$ cat src/sv/sccs_pkg.sv
// ----------------------------------------------------------------------------
// sccs_pkg: shared types and constants for the strip cluster charge sum
// Field widths, register indexes and the control word of the charge unit.
// ----------------------------------------------------------------------------
package sccs_pkg;

    // Fixed field widths of the item formats
    localparam int ADC_FIELD_W     = 12;
    localparam int NUM_BINS        = 8;
    localparam int BIN_IDX_W       = $clog2(NUM_BINS);
    localparam int THRESH_W        = 12;
    localparam int TOP_COUNT_W     = 4;
    localparam int STRIP_CHARGE_W  = 17;
    localparam int RUN_LEN_W       = 8;
    localparam int LAYER_CHARGE_W  = 19;
    localparam int LAYER_WIDTH_W   = 4;
    localparam int LAYER_CHARGE_MAX = (1 << LAYER_CHARGE_W) - 1;
    localparam int RUN_LEN_MAX     = (1 << RUN_LEN_W) - 1;

    localparam int S_TDATA_W = NUM_BINS * ADC_FIELD_W;
    localparam int M_TDATA_W = STRIP_CHARGE_W + RUN_LEN_W + LAYER_CHARGE_W + LAYER_WIDTH_W;
    localparam int M_TUSER_W = 3;

    // Parameter defaults
    localparam int TOP_MAX_DEFAULT  = 8;
    localparam int ADC_BITS_DEFAULT = 12;

    // Register reset values
    localparam logic [THRESH_W-1:0]    FIRE_THRESHOLD_RESET = '0;
    localparam logic [TOP_COUNT_W-1:0] TOP_COUNT_RESET      = TOP_COUNT_W'(3);

    // Configuration port
    localparam int CFG_INDEX_W = 1;
    localparam int CFG_DATA_W  = 12;

    typedef enum logic [CFG_INDEX_W-1:0] {
        REG_FIRE_THRESHOLD = 1'b0,
        REG_TOP_COUNT      = 1'b1
    } sccs_cfg_reg_t;

    // Control word for the shared charge unit
    typedef struct packed {
        logic clear;      // zero accumulator and fired flag
        logic add_bin;    // add one bin excess, update fired flag
        logic add_entry;  // add one kept charge
    } sccs_unit_ctl_t;

endpackage

$ cat src/sv/sccs_charge_unit.sv
// ----------------------------------------------------------------------------
// sccs_charge_unit: shared add/compare unit
// Per step either adds one bin excess (2*bin - pedestal sum) and checks it
// against the threshold, or adds one kept charge for the layer sum.
// ----------------------------------------------------------------------------
module sccs_charge_unit import sccs_pkg::*; #(
    parameter int SAMPLE_W = ADC_BITS_DEFAULT,
    parameter int CHG_W    = ADC_BITS_DEFAULT + 5,
    parameter int ACC_W    = LAYER_CHARGE_W + 1
) (
    input  logic                       aclk,
    input  sccs_unit_ctl_t             ctl,
    input  logic [SAMPLE_W-1:0]        sample,
    input  logic [SAMPLE_W:0]          ped2,
    input  logic [THRESH_W:0]          thr2,
    input  logic signed [CHG_W-1:0]    entry,
    output logic signed [ACC_W-1:0]    acc,
    output logic                       fired
);

    localparam int EX_W = SAMPLE_W + 2;

    logic signed [EX_W-1:0]  ex;
    logic signed [ACC_W-1:0] acc_reg, acc_next;
    logic                    fired_reg, fired_next;

    assign ex = $signed({1'b0, sample, 1'b0}) - $signed({1'b0, ped2});

    always_comb begin
        acc_next   = acc_reg;
        fired_next = fired_reg;
        if (ctl.clear) begin
            acc_next   = '0;
            fired_next = 1'b0;
        end else if (ctl.add_bin) begin
            acc_next   = acc_reg + ACC_W'(ex);
            fired_next = fired_reg | (int'(ex) > int'(thr2));
        end else if (ctl.add_entry) begin
            acc_next   = acc_reg + ACC_W'(entry);
        end
    end

    always_ff @(posedge aclk) begin
        acc_reg   <= acc_next;
        fired_reg <= fired_next;
    end

    assign acc   = acc_reg;
    assign fired = fired_reg;

endmodule

$ cat src/sv/sccs_top_list.sv
// ----------------------------------------------------------------------------
// sccs_top_list: descending list of the largest strip charges of a layer
// One write and one read address per cycle; the sequencer walks it.
// ----------------------------------------------------------------------------
module sccs_top_list import sccs_pkg::*; #(
    parameter int TOP_MAX = TOP_MAX_DEFAULT,
    parameter int CHG_W   = ADC_BITS_DEFAULT + 5,
    parameter int IDX_W   = (TOP_MAX > 1) ? $clog2(TOP_MAX) : 1
) (
    input  logic                    aclk,
    input  logic                    wr_en,
    input  logic [IDX_W-1:0]        wr_addr,
    input  logic signed [CHG_W-1:0] wr_data,
    input  logic [IDX_W-1:0]        rd_addr,
    output logic signed [CHG_W-1:0] rd_data
);

    logic signed [CHG_W-1:0] entry_reg [TOP_MAX];

    always_ff @(posedge aclk) begin
        if (wr_en && (int'(wr_addr) < TOP_MAX)) begin
            entry_reg[wr_addr] <= wr_data;
        end
    end

    // Out-of-range address only occurs on a guarded read at position zero
    assign rd_data = (int'(rd_addr) < TOP_MAX) ? entry_reg[rd_addr] : '0;

endmodule

$ cat src/sv/strip_cluster_charge_sum_unit.sv
// ----------------------------------------------------------------------------
// strip_cluster_charge_sum_unit: strip charge, run length and layer charge
// One strip per input item, one result item per strip.
// ----------------------------------------------------------------------------
// Usage: each input item is one strip with eight ADC bins; s_tlast marks the
// last strip of a layer. The pedestal is (bin0+bin1)/2, worked in half-ADC
// units. A strip fires when a bin exceeds the pedestal by more than
// fire_threshold; its charge is the sum of its eight bin excesses. Fired
// strips are counted in runs (closed by a non-fired strip or the layer end,
// saturating at 255), and the largest TOP_MAX fired charges of the layer are
// kept in a sorted list. On the last strip the result also carries the sum
// of the top_count largest charges (saturated at 2^19-1, zero if not
// positive), how many were summed and a valid mark. Timing: one item at a
// time; the insertion walk is skipped when the strip does not fire or a
// full list drops the charge, and the layer sum runs only on the last
// strip of a layer when there are charges to sum; the next item is
// accepted in the cycle after the result is loaded into the output
// register, where it is held until it is taken. The
// eight bin excesses go through one shared add/compare unit one bin per
// cycle, the insertion walks the list one entry per cycle through a single
// read port, and the layer sum reuses the same unit. s_tready is high only
// while the sequencer is idle; a finished result sits in the output register
// and the next item can be accepted before it is taken. Configuration
// writes (cfg_ready is always high) must only happen while idle.
// ----------------------------------------------------------------------------
module strip_cluster_charge_sum_unit import sccs_pkg::*; #(
    parameter int TOP_MAX  = TOP_MAX_DEFAULT,
    parameter int ADC_BITS = ADC_BITS_DEFAULT
) (
    input  logic                   aclk,
    input  logic                   aresetn,
    // config write channel
    input  logic                   cfg_valid,
    output logic                   cfg_ready,
    input  logic [CFG_INDEX_W-1:0] cfg_index,
    input  logic [CFG_DATA_W-1:0]  cfg_data,
    // strip input
    input  logic                   s_tvalid,
    output logic                   s_tready,
    input  logic [S_TDATA_W-1:0]   s_tdata,   // adc_bin0 .. adc_bin7, 12 bits each
    input  logic                   s_tlast,   // last_in_layer
    // result output
    output logic                   m_tvalid,
    input  logic                   m_tready,
    output logic [M_TDATA_W-1:0]   m_tdata,   // strip_charge, run_length, layer_charge,
                                              // layer_width
    output logic [M_TUSER_W-1:0]   m_tuser,   // strip_fired, run_closed, layer_valid
    output logic                   m_tlast    // layer_done
);

    // ------------------------------------------------------------------
    // Derived widths
    // ------------------------------------------------------------------
    localparam int SAMPLE_W  = (ADC_BITS < ADC_FIELD_W) ? ADC_BITS : ADC_FIELD_W;
    localparam int PED_W     = SAMPLE_W + 1;
    localparam int CHG_W     = SAMPLE_W + 5;          // 8 excesses of SAMPLE_W+2 bits
    localparam int ACC_RAW_W = CHG_W + $clog2(TOP_MAX);
    localparam int ACC_W     = (ACC_RAW_W > LAYER_CHARGE_W) ? ACC_RAW_W : LAYER_CHARGE_W + 1;
    localparam int IDX_W     = (TOP_MAX > 1) ? $clog2(TOP_MAX) : 1;
    localparam int FILL_W    = $clog2(TOP_MAX + 1);

    localparam logic signed [ACC_W-1:0] LAYER_MAX_S = ACC_W'(LAYER_CHARGE_MAX);

    // One-hot sequencer
    typedef enum logic [6:0] {
        ST_IDLE     = 7'b0000001,
        ST_EXC      = 7'b0000010,   // one bin per cycle through the charge unit
        ST_INS_CHK  = 7'b0000100,   // latch charge, pick insertion start
        ST_INS_WALK = 7'b0001000,   // shift smaller entries down one per cycle
        ST_LAYER    = 7'b0010000,   // pick the count of charges to sum
        ST_SUM      = 7'b0100000,   // add one kept charge per cycle
        ST_OUT      = 7'b1000000    // load the output register
    } state_t;

    state_t state_reg, state_next;

    // Configuration
    logic [THRESH_W-1:0]    fire_threshold_reg;
    logic [TOP_COUNT_W-1:0] top_count_reg;

    // Item working registers
    logic [SAMPLE_W-1:0]     bins_reg [NUM_BINS];
    logic [SAMPLE_W-1:0]     bins_next [NUM_BINS];
    logic                    last_reg, last_next;
    logic [PED_W-1:0]        ped2_reg, ped2_next;
    logic [BIN_IDX_W-1:0]    bin_idx_reg, bin_idx_next;
    logic                    fired_reg, fired_next;
    logic signed [CHG_W-1:0] charge_reg, charge_next;
    logic [IDX_W-1:0]        pos_reg, pos_next;
    logic [IDX_W-1:0]        sum_idx_reg, sum_idx_next;
    logic [TOP_COUNT_W-1:0]  n_reg, n_next;

    // Layer state
    logic [FILL_W-1:0]       fill_reg, fill_next;
    logic [RUN_LEN_W-1:0]    run_count_reg, run_count_next;

    // Output register
    logic                    m_tvalid_reg, m_tvalid_next;
    logic [M_TDATA_W-1:0]    m_tdata_reg, m_tdata_next;
    logic [M_TUSER_W-1:0]    m_tuser_reg, m_tuser_next;
    logic                    m_tlast_reg, m_tlast_next;

    // Unit and list hookup
    sccs_unit_ctl_t          unit_ctl;
    logic signed [ACC_W-1:0] unit_acc;
    logic                    unit_fired;
    logic signed [CHG_W-1:0] charge_now;
    logic                    list_wr_en;
    logic [IDX_W-1:0]        list_wr_addr, list_rd_addr;
    logic signed [CHG_W-1:0] list_wr_data, list_rd_data;

    // Result fields
    logic                      run_closed;
    logic [RUN_LEN_W-1:0]      run_len;
    logic [LAYER_CHARGE_W-1:0] layer_charge;
    logic [LAYER_WIDTH_W-1:0]  layer_width;
    logic                      layer_valid;

    assign cfg_ready  = 1'b1;
    assign s_tready   = (state_reg == ST_IDLE);
    assign charge_now = CHG_W'(unit_acc);

    // ------------------------------------------------------------------
    // Shared charge unit and kept-charge list
    // ------------------------------------------------------------------
    sccs_charge_unit #(
        .SAMPLE_W (SAMPLE_W),
        .CHG_W    (CHG_W),
        .ACC_W    (ACC_W)
    ) u_unit (
        .aclk   (aclk),
        .ctl    (unit_ctl),
        .sample (bins_reg[bin_idx_reg]),
        .ped2   (ped2_reg),
        .thr2   ({fire_threshold_reg, 1'b0}),
        .entry  (list_rd_data),
        .acc    (unit_acc),
        .fired  (unit_fired)
    );

    sccs_top_list #(
        .TOP_MAX (TOP_MAX),
        .CHG_W   (CHG_W),
        .IDX_W   (IDX_W)
    ) u_list (
        .aclk    (aclk),
        .wr_en   (list_wr_en),
        .wr_addr (list_wr_addr),
        .wr_data (list_wr_data),
        .rd_addr (list_rd_addr),
        .rd_data (list_rd_data)
    );

    // ------------------------------------------------------------------
    // Result fields, valid in ST_OUT
    // ------------------------------------------------------------------
    always_comb begin
        run_closed   = !fired_reg || last_reg;
        run_len      = '0;
        layer_charge = '0;
        layer_width  = '0;
        layer_valid  = 1'b0;
        if (run_closed) begin
            if (fired_reg && (run_count_reg != RUN_LEN_W'(RUN_LEN_MAX))) begin
                run_len = run_count_reg + 1'b1;
            end else begin
                run_len = fired_reg ? RUN_LEN_W'(RUN_LEN_MAX) : run_count_reg;
            end
        end
        if (last_reg) begin
            layer_width = LAYER_WIDTH_W'(n_reg);
            if (unit_acc > 0) begin
                layer_valid  = 1'b1;
                layer_charge = (unit_acc > LAYER_MAX_S) ? LAYER_CHARGE_W'(LAYER_CHARGE_MAX)
                                                        : unit_acc[LAYER_CHARGE_W-1:0];
            end
        end
    end

    // ------------------------------------------------------------------
    // Sequencer
    // ------------------------------------------------------------------
    always_comb begin
        state_next     = state_reg;
        bins_next      = bins_reg;
        last_next      = last_reg;
        ped2_next      = ped2_reg;
        bin_idx_next   = bin_idx_reg;
        fired_next     = fired_reg;
        charge_next    = charge_reg;
        pos_next       = pos_reg;
        sum_idx_next   = sum_idx_reg;
        n_next         = n_reg;
        fill_next      = fill_reg;
        run_count_next = run_count_reg;
        m_tvalid_next  = m_tvalid_reg && !m_tready;
        m_tdata_next   = m_tdata_reg;
        m_tuser_next   = m_tuser_reg;
        m_tlast_next   = m_tlast_reg;
        unit_ctl       = '0;
        list_wr_en     = 1'b0;
        list_wr_addr   = pos_reg;
        list_wr_data   = charge_reg;
        list_rd_addr   = pos_reg - 1'b1;

        case (state_reg)
            ST_IDLE: begin
                if (s_tvalid) begin
                    for (int i = 0; i < NUM_BINS; i++) begin
                        bins_next[i] = s_tdata[i*ADC_FIELD_W +: SAMPLE_W];
                    end
                    last_next    = s_tlast;
                    ped2_next    = PED_W'(s_tdata[0 +: SAMPLE_W])
                                 + PED_W'(s_tdata[ADC_FIELD_W +: SAMPLE_W]);
                    bin_idx_next = '0;
                    unit_ctl.clear = 1'b1;
                    state_next   = ST_EXC;
                end
            end
            ST_EXC: begin
                unit_ctl.add_bin = 1'b1;
                bin_idx_next     = bin_idx_reg + 1'b1;
                if (bin_idx_reg == BIN_IDX_W'(NUM_BINS - 1)) begin
                    state_next = ST_INS_CHK;
                end
            end
            ST_INS_CHK: begin
                list_rd_addr = IDX_W'(TOP_MAX - 1);
                fired_next   = unit_fired;
                charge_next  = unit_fired ? charge_now : '0;
                if (!unit_fired) begin
                    state_next = ST_LAYER;
                end else if (int'(fill_reg) < TOP_MAX) begin
                    pos_next   = IDX_W'(fill_reg);
                    fill_next  = fill_reg + 1'b1;
                    state_next = ST_INS_WALK;
                end else if (charge_now <= list_rd_data) begin
                    // full list, new charge no larger than the smallest kept
                    state_next = ST_LAYER;
                end else begin
                    pos_next   = IDX_W'(TOP_MAX - 1);
                    state_next = ST_INS_WALK;
                end
            end
            ST_INS_WALK: begin
                list_wr_en = 1'b1;
                if ((pos_reg != '0) && (list_rd_data < charge_reg)) begin
                    list_wr_data = list_rd_data;
                    pos_next     = pos_reg - 1'b1;
                end else begin
                    list_wr_data = charge_reg;
                    state_next   = ST_LAYER;
                end
            end
            ST_LAYER: begin
                unit_ctl.clear = 1'b1;
                sum_idx_next   = '0;
                // fill never exceeds TOP_MAX, so this also clamps to TOP_MAX
                n_next = (int'(top_count_reg) < int'(fill_reg)) ? top_count_reg
                                                               : TOP_COUNT_W'(fill_reg);
                if (last_reg && (n_next != '0)) begin
                    state_next = ST_SUM;
                end else begin
                    state_next = ST_OUT;
                end
            end
            ST_SUM: begin
                list_rd_addr       = sum_idx_reg;
                unit_ctl.add_entry = 1'b1;
                sum_idx_next       = sum_idx_reg + 1'b1;
                if (int'(sum_idx_reg) + 1 == int'(n_reg)) begin
                    state_next = ST_OUT;
                end
            end
            ST_OUT: begin
                if (!m_tvalid_reg || m_tready) begin
                    m_tvalid_next = 1'b1;
                    m_tdata_next  = {layer_width, layer_charge, run_len,
                                     STRIP_CHARGE_W'(charge_reg)};
                    m_tuser_next  = {layer_valid, run_closed, fired_reg};
                    m_tlast_next  = last_reg;
                    if (run_closed) begin
                        run_count_next = '0;
                    end else if (run_count_reg != RUN_LEN_W'(RUN_LEN_MAX)) begin
                        run_count_next = run_count_reg + 1'b1;
                    end
                    if (last_reg) begin
                        fill_next = '0;
                    end
                    state_next = ST_IDLE;
                end
            end
            default: begin
                state_next = ST_IDLE;
            end
        endcase
    end

    // ------------------------------------------------------------------
    // Registers
    // ------------------------------------------------------------------
    always_ff @(posedge aclk) begin
        if (!aresetn) begin
            state_reg     <= ST_IDLE;
            fill_reg      <= '0;
            run_count_reg <= '0;
            m_tvalid_reg  <= 1'b0;
        end else begin
            state_reg     <= state_next;
            fill_reg      <= fill_next;
            run_count_reg <= run_count_next;
            m_tvalid_reg  <= m_tvalid_next;
        end
    end

    always_ff @(posedge aclk) begin
        bins_reg    <= bins_next;
        last_reg    <= last_next;
        ped2_reg    <= ped2_next;
        bin_idx_reg <= bin_idx_next;
        fired_reg   <= fired_next;
        charge_reg  <= charge_next;
        pos_reg     <= pos_next;
        sum_idx_reg <= sum_idx_next;
        n_reg       <= n_next;
        m_tdata_reg <= m_tdata_next;
        m_tuser_reg <= m_tuser_next;
        m_tlast_reg <= m_tlast_next;
    end

    // Config registers
    always_ff @(posedge aclk) begin
        if (!aresetn) begin
            fire_threshold_reg <= FIRE_THRESHOLD_RESET;
            top_count_reg      <= TOP_COUNT_RESET;
        end else if (cfg_valid) begin
            case (sccs_cfg_reg_t'(cfg_index))
                REG_FIRE_THRESHOLD: fire_threshold_reg <= cfg_data[THRESH_W-1:0];
                REG_TOP_COUNT:      top_count_reg      <= cfg_data[TOP_COUNT_W-1:0];
                default: begin
                end
            endcase
        end
    end

    assign m_tvalid = m_tvalid_reg;
    assign m_tdata  = m_tdata_reg;
    assign m_tuser  = m_tuser_reg;
    assign m_tlast  = m_tlast_reg;

    // ------------------------------------------------------------------
    // Assertions
    // ------------------------------------------------------------------

    // one item at a time: no accept in the cycle after an accept
    assert property (@(posedge aclk) disable iff (!aresetn)
        (s_tvalid && s_tready) |=> !s_tready)
        else $error("item accepted while previous item still in work");

    // kept-charge count never exceeds the list depth
    assert property (@(posedge aclk) disable iff (!aresetn)
        int'(fill_reg) <= TOP_MAX)
        else $error("top list fill count overflow");

    // layer fields are zero unless the item ends the layer
    assert property (@(posedge aclk) disable iff (!aresetn)
        (m_tvalid && !m_tlast) |-> (m_tdata[M_TDATA_W-1:STRIP_CHARGE_W+RUN_LEN_W] == '0
                                    && !m_tuser[2]))
        else $error("layer result on a strip that does not end the layer");

    // run length only reported on a closed run
    assert property (@(posedge aclk) disable iff (!aresetn)
        (m_tvalid && !m_tuser[1]) |->
            (m_tdata[STRIP_CHARGE_W +: RUN_LEN_W] == '0))
        else $error("run length reported on an open run");

endmodule
$ cat config.mk
export PLATFORM = sky130hd
export DESIGN_NAME = strip_cluster_charge_sum_unit
export DESIGN_NICKNAME = d
export VERILOG_FILES = /design/src/sv/sccs_pkg.sv /design/src/sv/sccs_charge_unit.sv /design/src/sv/sccs_top_list.sv /design/src/sv/strip_cluster_charge_sum_unit.sv
export SDC_FILE = /design/constraint.sdc
export NUM_CORES = 1
export LEC_CHECK = 0
export BUFFER_PORTS_ARGS = -buffer_cell sky130_fd_sc_hd__clkbuf_2
export CAP_MARGIN = 40
export CORE_MARGIN = 2
export CORE_UTILIZATION = 50
export DETAILED_ROUTE_END_ITERATION = 12
export PLACE_DENSITY = 0.77
export SETUP_SLACK_MARGIN = 0.4
export SLEW_MARGIN = 5
export SYNTH_ARGS = -nofsm -noshare
export SYNTH_HDL_FRONTEND = slang
export SYNTH_HIERARCHICAL = 1
export SYNTH_SLANG_ARGS = --single-unit
$ cat constraint.sdc
create_clock -name aclk -period 15.7 [get_ports aclk]
set_input_delay 0 -clock aclk [delete_from_list [all_inputs] [get_ports aclk]]
set_output_delay 0 -clock aclk [all_outputs]
set_load 0.05 [all_outputs]
======== Word level (Yosys, flattened, before mapping) ========
Memories as Yosys holds them, arrays and structs flattened.
Index checks and enable logic that the tools add are counted.
cells by class
  add/sub/neg operators ................... 10
  $lt $le $gt $ge ......................... 8
  eq/ne operators ......................... 20
  multiplexer cells ....................... 47
  bitwise gates (word level) .............. 3
  reductions and logical operators ........ 27
operators by type and width
  operator                                                         count
  one-hot mux 7 bit (7 select lines)                               1
  two-way mux 7 bit                                                6
  two-way mux 20 bit                                               2
  binary-select mux 12 bit (select 3 bit)                          1
  two-way mux 17 bit                                               2
  two-way mux 8 bit                                                4
  two-way mux 12 bit                                               2
  one-hot mux 3 bit (2 select lines)                               4
  adder 20 x 14 -> 20 bit                                          1
  adder 20 x 17 -> 20 bit                                          1
  greater-than comparator 20 x 1 -> 1 bit (second input constant)  1
  greater-than comparator 20 bit (second input constant)           1
  two-way mux 4 bit                                                5
  two-way mux 19 bit                                               1
  <= comparator 17 bit                                             1
  < comparator 17 bit                                              1
  != test 2 bit (second input constant)                            8
  two-way mux 3 bit                                                5
  two-way mux 5 bit                                                3
  greater-than comparator 14 bit                                   1
  subtractor 13 x 13 -> 14 bit                                     1
  adder 12 x 12 -> 13 bit                                          1
  AND reduction 2 bit                                              6
  nonzero test 2 bit                                               6
  34 further kinds                                                 50
storage, ports and cells
  register bits ........................... 250
  memory bits (writable) .................. 136
  input port bits ......................... 115
  output and inout bits ................... 55
  word-level logic and storage cells ...... 147
  memories ................................ 1
memory list
  name              depth  bits a word  rd ports  clocked after memory_dff  wr ports  line                 text
  u_list.entry_reg  8      17           1         0                         1         sccs_top_list.sv:18  logic signed [CHG_W-1:0] entry_reg [TOP_MAX];

======== Depth between registers and ports, before layout ========
An unclocked memory read counts as a cell.
  depth after elaboration ................. 8
  depth in mapped cells ................... 21
  depth with buffers taken out ............ 19

======== By module ========
The synthesis kept the hierarchy.
modules (own cells, without submodules)
  module                         instances  cells an instance  area an instance (um^2)  seq. area each (um^2)
  strip_cluster_charge_sum_unit  1          795                10610.2                  6516.2
  sccs_top_list                  1          210                5260.0                   4083.9
  sccs_charge_unit               1          366                2830.2                   420.4

======== Worst setup path before layout ========
No wires, ideal clock.
  path kind ............................... reg2reg
  start point ............................. register bin_idx_reg[0]
  end point ............................... register u_unit.acc_reg[15] (netlist: u_unit/acc[15])
  setup time .............................. 0.118 ns
  arrival ................................. 5.110 ns
  required time ........................... 15.582 ns
  slack ................................... 10.472 ns
  stages on the path, launching flop included .. 20
  path buffers ............................ 3
  clock period less this slack ............ 5.228 ns
  path through ............................ edfxtp_1 > clkbuf_1 > buf_2 > mux4_2 > mux2_2 > fa_1 > a21o_1 > a21oi_2 > o21ai_1 > and4_4 > a2111oi_4 > xnor2_1 > mux2_2 > ha_1 > a21o_2 > or4_4 > buf_6 > a31oi_1 > xor2_1 > o21ai_1
between the ends
  longest elaborated chain between the ends .. 7
ends and longest elaborated chain
  item                                                    line                                  text
  start, declared                                         strip_cluster_charge_sum_unit.sv:86   logic [BIN_IDX_W-1:0] bin_idx_reg, bin_idx_next;
  start signal, assigned                                  strip_cluster_charge_sum_unit.sv:320  bin_idx_reg <= bin_idx_next;
  NOT 3 -> 4 bit (not written as such)                    strip_cluster_charge_sum_unit.sv:133  .sample (bins_reg[bin_idx_reg]),
  binary-select mux 12 bit (select 3 bit)                 strip_cluster_charge_sum_unit.sv:133
  two-way mux 12 bit (not written as such) (2 in series)  strip_cluster_charge_sum_unit.sv:133
  subtractor 13 x 13 -> 14 bit                            sccs_charge_unit.sv:27                assign ex = $signed({1'b0, sample, 1'b0}) - $signed({1'b0, ped2});
  adder 20 x 14 -> 20 bit                                 sccs_charge_unit.sv:36                acc_next = acc_reg + ACC_W'(ex);
  two-way mux 20 bit                                      sccs_charge_unit.sv:35                end else if (ctl.add_bin) begin
  end signal, assigned                                    sccs_charge_unit.sv:44                acc_reg <= acc_next;
  end, declared                                           sccs_charge_unit.sv:24                logic signed [ACC_W-1:0] acc_reg, acc_next;
Every way passes these cells. The select of a mux whose other input is x is not followed.
A chain may end at the register's enable or synchronous reset.

======== Worst setup path in the final report ========
  start point ............................. register bin_idx_reg[0]
  end point ............................... register u_unit.acc_reg[19] (netlist: u_unit/acc[19])
The elaborated chain is that of the path after synthesis.

==> results.yml <==
run_status:
  status: "finished clean"
drt:
  wl_per_cell_um: 20.8
  detail_route.iter0.violations: 847
  detail_route.wirelength_um: 45600
  detail_route.first_pass.iterations: 5
  residual_drc: 0
  viasPerCell: 5.73
  ant_nets: 0
  via_count: 12600
yosys:
  async_reset_ff_share_pct: 0
  synth_top_area_share_pct: 52.8
  yosysUniqueCellTypes: 80
  synth.ff_latch_count: 386
  post_synth_inst_count: 1371
  netlist.top_cell.by_area: "sky130_fd_sc_hd__edfxtp_1"
  yosys.cell_count.top_type: "sky130_fd_sc_hd__edfxtp_1"
  postSynthNetCount: 1590
  ys_top_cells_by_count: "sky130_fd_sc_hd__edfxtp_1 (329), sky130_fd_sc_hd__ha_1 (101), sky130_fd_sc_hd__nand2_1 (100), sky130_fd_sc_hd__a21oi_1 (97), sky130_fd_sc_hd__inv_1 (89)"
  synth_area_per_cell_um2: 13.6
  synth_area_um2: 18700
  synth_edf_count: 329
  synth_area_leaders: "sky130_fd_sc_hd__edfxtp_1 (53%), sky130_fd_sc_hd__ha_1 (6.8%), sky130_fd_sc_hd__dfxtp_1 (6.1%)"
  synth-main-ff-cell: "sky130_fd_sc_hd__edfxtp_1"
  yosys_warnings: 6
  sequential_fraction_of_the_synthesis_area_pct: 58.9
floorplanning:
  rows: 70
  boundaryPins: 170
  initial_utilization_pct: 51.0
  die_width_um: 197
  floorplan.core_area_um2: 36700
  vertical_die_dimension_um: 197
  die_area_um2: 39000
clock_network:
  max-clock-path-buffers: 3
  clock_tree.root_cell: "sky130_fd_sc_hd__clkbuf_16"
  clock_tree_from_tritoncts: "done"
  numCtsBuffers: 41
  worst_setup_hold_path_clk_slew_ns: 0.07
  ctsHtreeMaxLevel: 2
  postCtsSetupRepairBufs: 0
  clock_insertion_delay_worst_skew_ns: 0.56
  clock_sink_count: 386
final_layout:
  area_growth_syn_to_layout_pct: 22.3
  finalNetCount: 1911
  drive_above_1_share_pct: 21.1
  final_core_utilization_pct: 62.3
  postLayoutCellArea_um2: 22900
  largest_reg_flops: 136
  fillCellCount: 2658
timing:
  finClkSkew_ns: 0.0228
  worst_slew_margin_rel_pct: 38.5
  fin_crit_sh_pct: 36.6
  finalWorstPathRequiredPeriod_ns: 5.75
  clock.fmax_ghz: 0.174
  slew_viol_final: 0
  least_margin_pin_slew_ns: 0.913
  setup_viol: 0
  hold_violations: 0
  setup_ws_ns: 9.95
  setup-tns-final_ns: 0
  unrepaired_setup_endpoints_after_global_routing: "no"
power:
  power.density_cell_area_nw_per_um2: 107
  worst_vdd_drop_mv: 0.0951
  power.static_leakage_uw: 0.00879
flow_run:
  max-cap-violations: 0
critical_path:
  worst_setup_path_start_kind: "flop"
  worstSetupEndpointType: "flop"
  critical_path.max_fanout: 26
  timing.critical_path.arrival_ns: 6.24
  worst-endpoint-required_ns: 16.19
  crit_type: "reg2reg"
worst_hold_path:
  hold_path_class: "in2reg"
placement:
  dpl-instance-area_um2: 20200
  dp_hpwl_um: 30000
  port_buffers: 168
  place_worst_setup_slack_ns: 9.98
  gp_routability_congestion: 0.884
grt:
  grt_remaining_overflow: 0
  vias_in_the_first_global_route: 12800
  grt_pass1_wl_um: 70500
  grt_start_max_net_pins: 62
  grtUsageTotal_pct: 23.8
  grt_antenna_before_repair: 1
[kinds of logic (layout without fill, tap and decap cells)]
family                   Yosys count  count (layout)  share of synthesized area (%)
XOR/XNOR                          44              44                           2.06
multiplexers                     126             126                           11.4
AO/OA/AOI/OAI                    229             229                           7.84
other                              2               3                         0.0402
buffers and inverters            134             486                           3.06
AND/OR/NAND/NOR                  346             346                           9.55
flip-flops                       386             386                           58.9
adder cells (fa/ha/maj)          104             104                           7.08
[critical path, cell delays in order, from the launching register on]
cell	delay, ns
sky130_fd_sc_hd__edfxtp_1	0.35
sky130_fd_sc_hd__buf_4	0.45
sky130_fd_sc_hd__mux4_2	0.59
sky130_fd_sc_hd__mux2_2	0.31
sky130_fd_sc_hd__fa_1	0.44
sky130_fd_sc_hd__a21o_1	0.22
sky130_fd_sc_hd__a21oi_2	0.22
sky130_fd_sc_hd__o21ai_1	0.11
sky130_fd_sc_hd__and4_4	0.21
sky130_fd_sc_hd__a2111oi_4	0.33
sky130_fd_sc_hd__xnor2_1	0.21
sky130_fd_sc_hd__mux2_2	0.34
sky130_fd_sc_hd__ha_1	0.41
sky130_fd_sc_hd__o211ai_1	0.13
sky130_fd_sc_hd__nor2_1	0.16
sky130_fd_sc_hd__o21ai_0	0.18
sky130_fd_sc_hd__nor3_1	0.48
sky130_fd_sc_hd__nand3_1	0.16
sky130_fd_sc_hd__mux2_2	0.29
sky130_fd_sc_hd__nand4_1	0.09
[power breakdown]
part	internal [µW]	total [µW]	switching, µW
sequential	1140	1160	21.1
combinational	144	324	181
clock	560	959	399
[area by class of cell]
type	instances	area (µm²)	share of cell area, %
clock inverter	22	235	1.03
antenna	1	2.50	0.0109
tap	468	586	2.56
timing repair buffer	319	2420	10.6
clock buffer	52	1090	4.76
multi-input combinational	851	7160	31.3
sequential	386	11000	48.2
inverter	93	352	1.54
[timing repair]
item / 4_1_cts / 5_1_grt
gates resized for setup: 0 / 0
hold endpoints to repair: 144 / 0
hold buffers: 130 / 0
[worst paths after layout]
path	depth (start not counted)	startpoint	end	slack (ns)
setup / recovery	19	bin_idx_reg[0]	u_unit/acc[19]	9.95
hold / removal	2	s_tdata[38]	bins_reg[50]	0.15
setup reg to reg	19	bin_idx_reg[0]	u_unit/acc[19]	9.95
hold reg to reg	0	charge_reg[8]	m_tdata[8]	0.45
[per-stage QoR]
| step | cells | power (µW) | hold WS [ns] |
|---|---|---|---|
| floorplan | 1371 | 1380 | 0.0989 |
| global placement | 1975 | 1460 | 0.177 |
| detailed placement | 1987 | 1470 | 0.179 |
| CTS | 2191 | 2450 | 0.122 |
| global route | 2192 | 2530 | 0.142 |
| finish | 2192 | 2450 | 0.150 |
[placed cells by master, fill, tap and decap left out, types with 5 or more instances in the layout]
| cell type | synthesis | final |
|---|---|---|
| sky130_fd_sc_hd__a211oi_1 | 11 | 11 |
| sky130_fd_sc_hd__o211ai_1 | 10 | 10 |
| sky130_fd_sc_hd__nand2b_1 | 13 | 13 |
| sky130_fd_sc_hd__nor3_1 | 18 | 16 |
| sky130_fd_sc_hd__mux4_2 | 34 | 34 |
| sky130_fd_sc_hd__o21ai_0 | 29 | 29 |
| sky130_fd_sc_hd__o21ai_1 | 15 | 14 |
| sky130_fd_sc_hd__nand2_1 | 100 | 100 |
| sky130_fd_sc_hd__nor2b_1 | 12 | 12 |
| sky130_fd_sc_hd__a31oi_1 | 7 | 7 |
| sky130_fd_sc_hd__and2_1 | 43 | 43 |
| sky130_fd_sc_hd__or2_2 | 5 | 5 |
| sky130_fd_sc_hd__buf_8 | 0 | 7 |
| sky130_fd_sc_hd__xor2_1 | 16 | 16 |
| sky130_fd_sc_hd__clkbuf_2 | 2 | 168 |
| sky130_fd_sc_hd__nand4b_1 | 5 | 5 |
| sky130_fd_sc_hd__clkbuf_16 | 0 | 42 |
| sky130_fd_sc_hd__nand4_1 | 19 | 19 |
| sky130_fd_sc_hd__nor2_1 | 56 | 50 |
| sky130_fd_sc_hd__buf_4 | 2 | 9 |
| sky130_fd_sc_hd__clkinv_1 | 1 | 8 |
| sky130_fd_sc_hd__inv_1 | 89 | 88 |
| sky130_fd_sc_hd__clkbuf_1 | 26 | 10 |
| sky130_fd_sc_hd__mux4_1 | 24 | 24 |
| sky130_fd_sc_hd__o21a_1 | 9 | 9 |
| sky130_fd_sc_hd__mux2_2 | 42 | 42 |
| sky130_fd_sc_hd__mux2i_1 | 21 | 21 |
| sky130_fd_sc_hd__nand3_1 | 30 | 30 |
| sky130_fd_sc_hd__a21o_1 | 14 | 14 |
| sky130_fd_sc_hd__a21oi_1 | 97 | 97 |
| sky130_fd_sc_hd__edfxtp_1 | 329 | 329 |
| sky130_fd_sc_hd__dfxtp_1 | 57 | 57 |
| sky130_fd_sc_hd__and3_1 | 9 | 9 |
| sky130_fd_sc_hd__nor2_2 | 1 | 7 |
| sky130_fd_sc_hd__dlygate4sd3_1 | 0 | 130 |
| sky130_fd_sc_hd__ha_1 | 101 | 101 |
| sky130_fd_sc_hd__xnor2_1 | 28 | 28 |
| sky130_fd_sc_hd__nor4_1 | 12 | 12 |
[metal layers]
| layer | up-vias | wire length, µm | GRT usage, % |
|---|---|---|---|
| met5 | - | 0 | 0 |
| met4 | 0 | 1700 | 10.2 |
| met3 | 94 | 2920 | 4.42 |
| met2 | 471 | 22200 | 39.9 |
| met1 | 6132 | 18800 | 30.5 |
| li1 | 5871 | - | - |
Note: power is estimated with default switching activity, not from simulation.
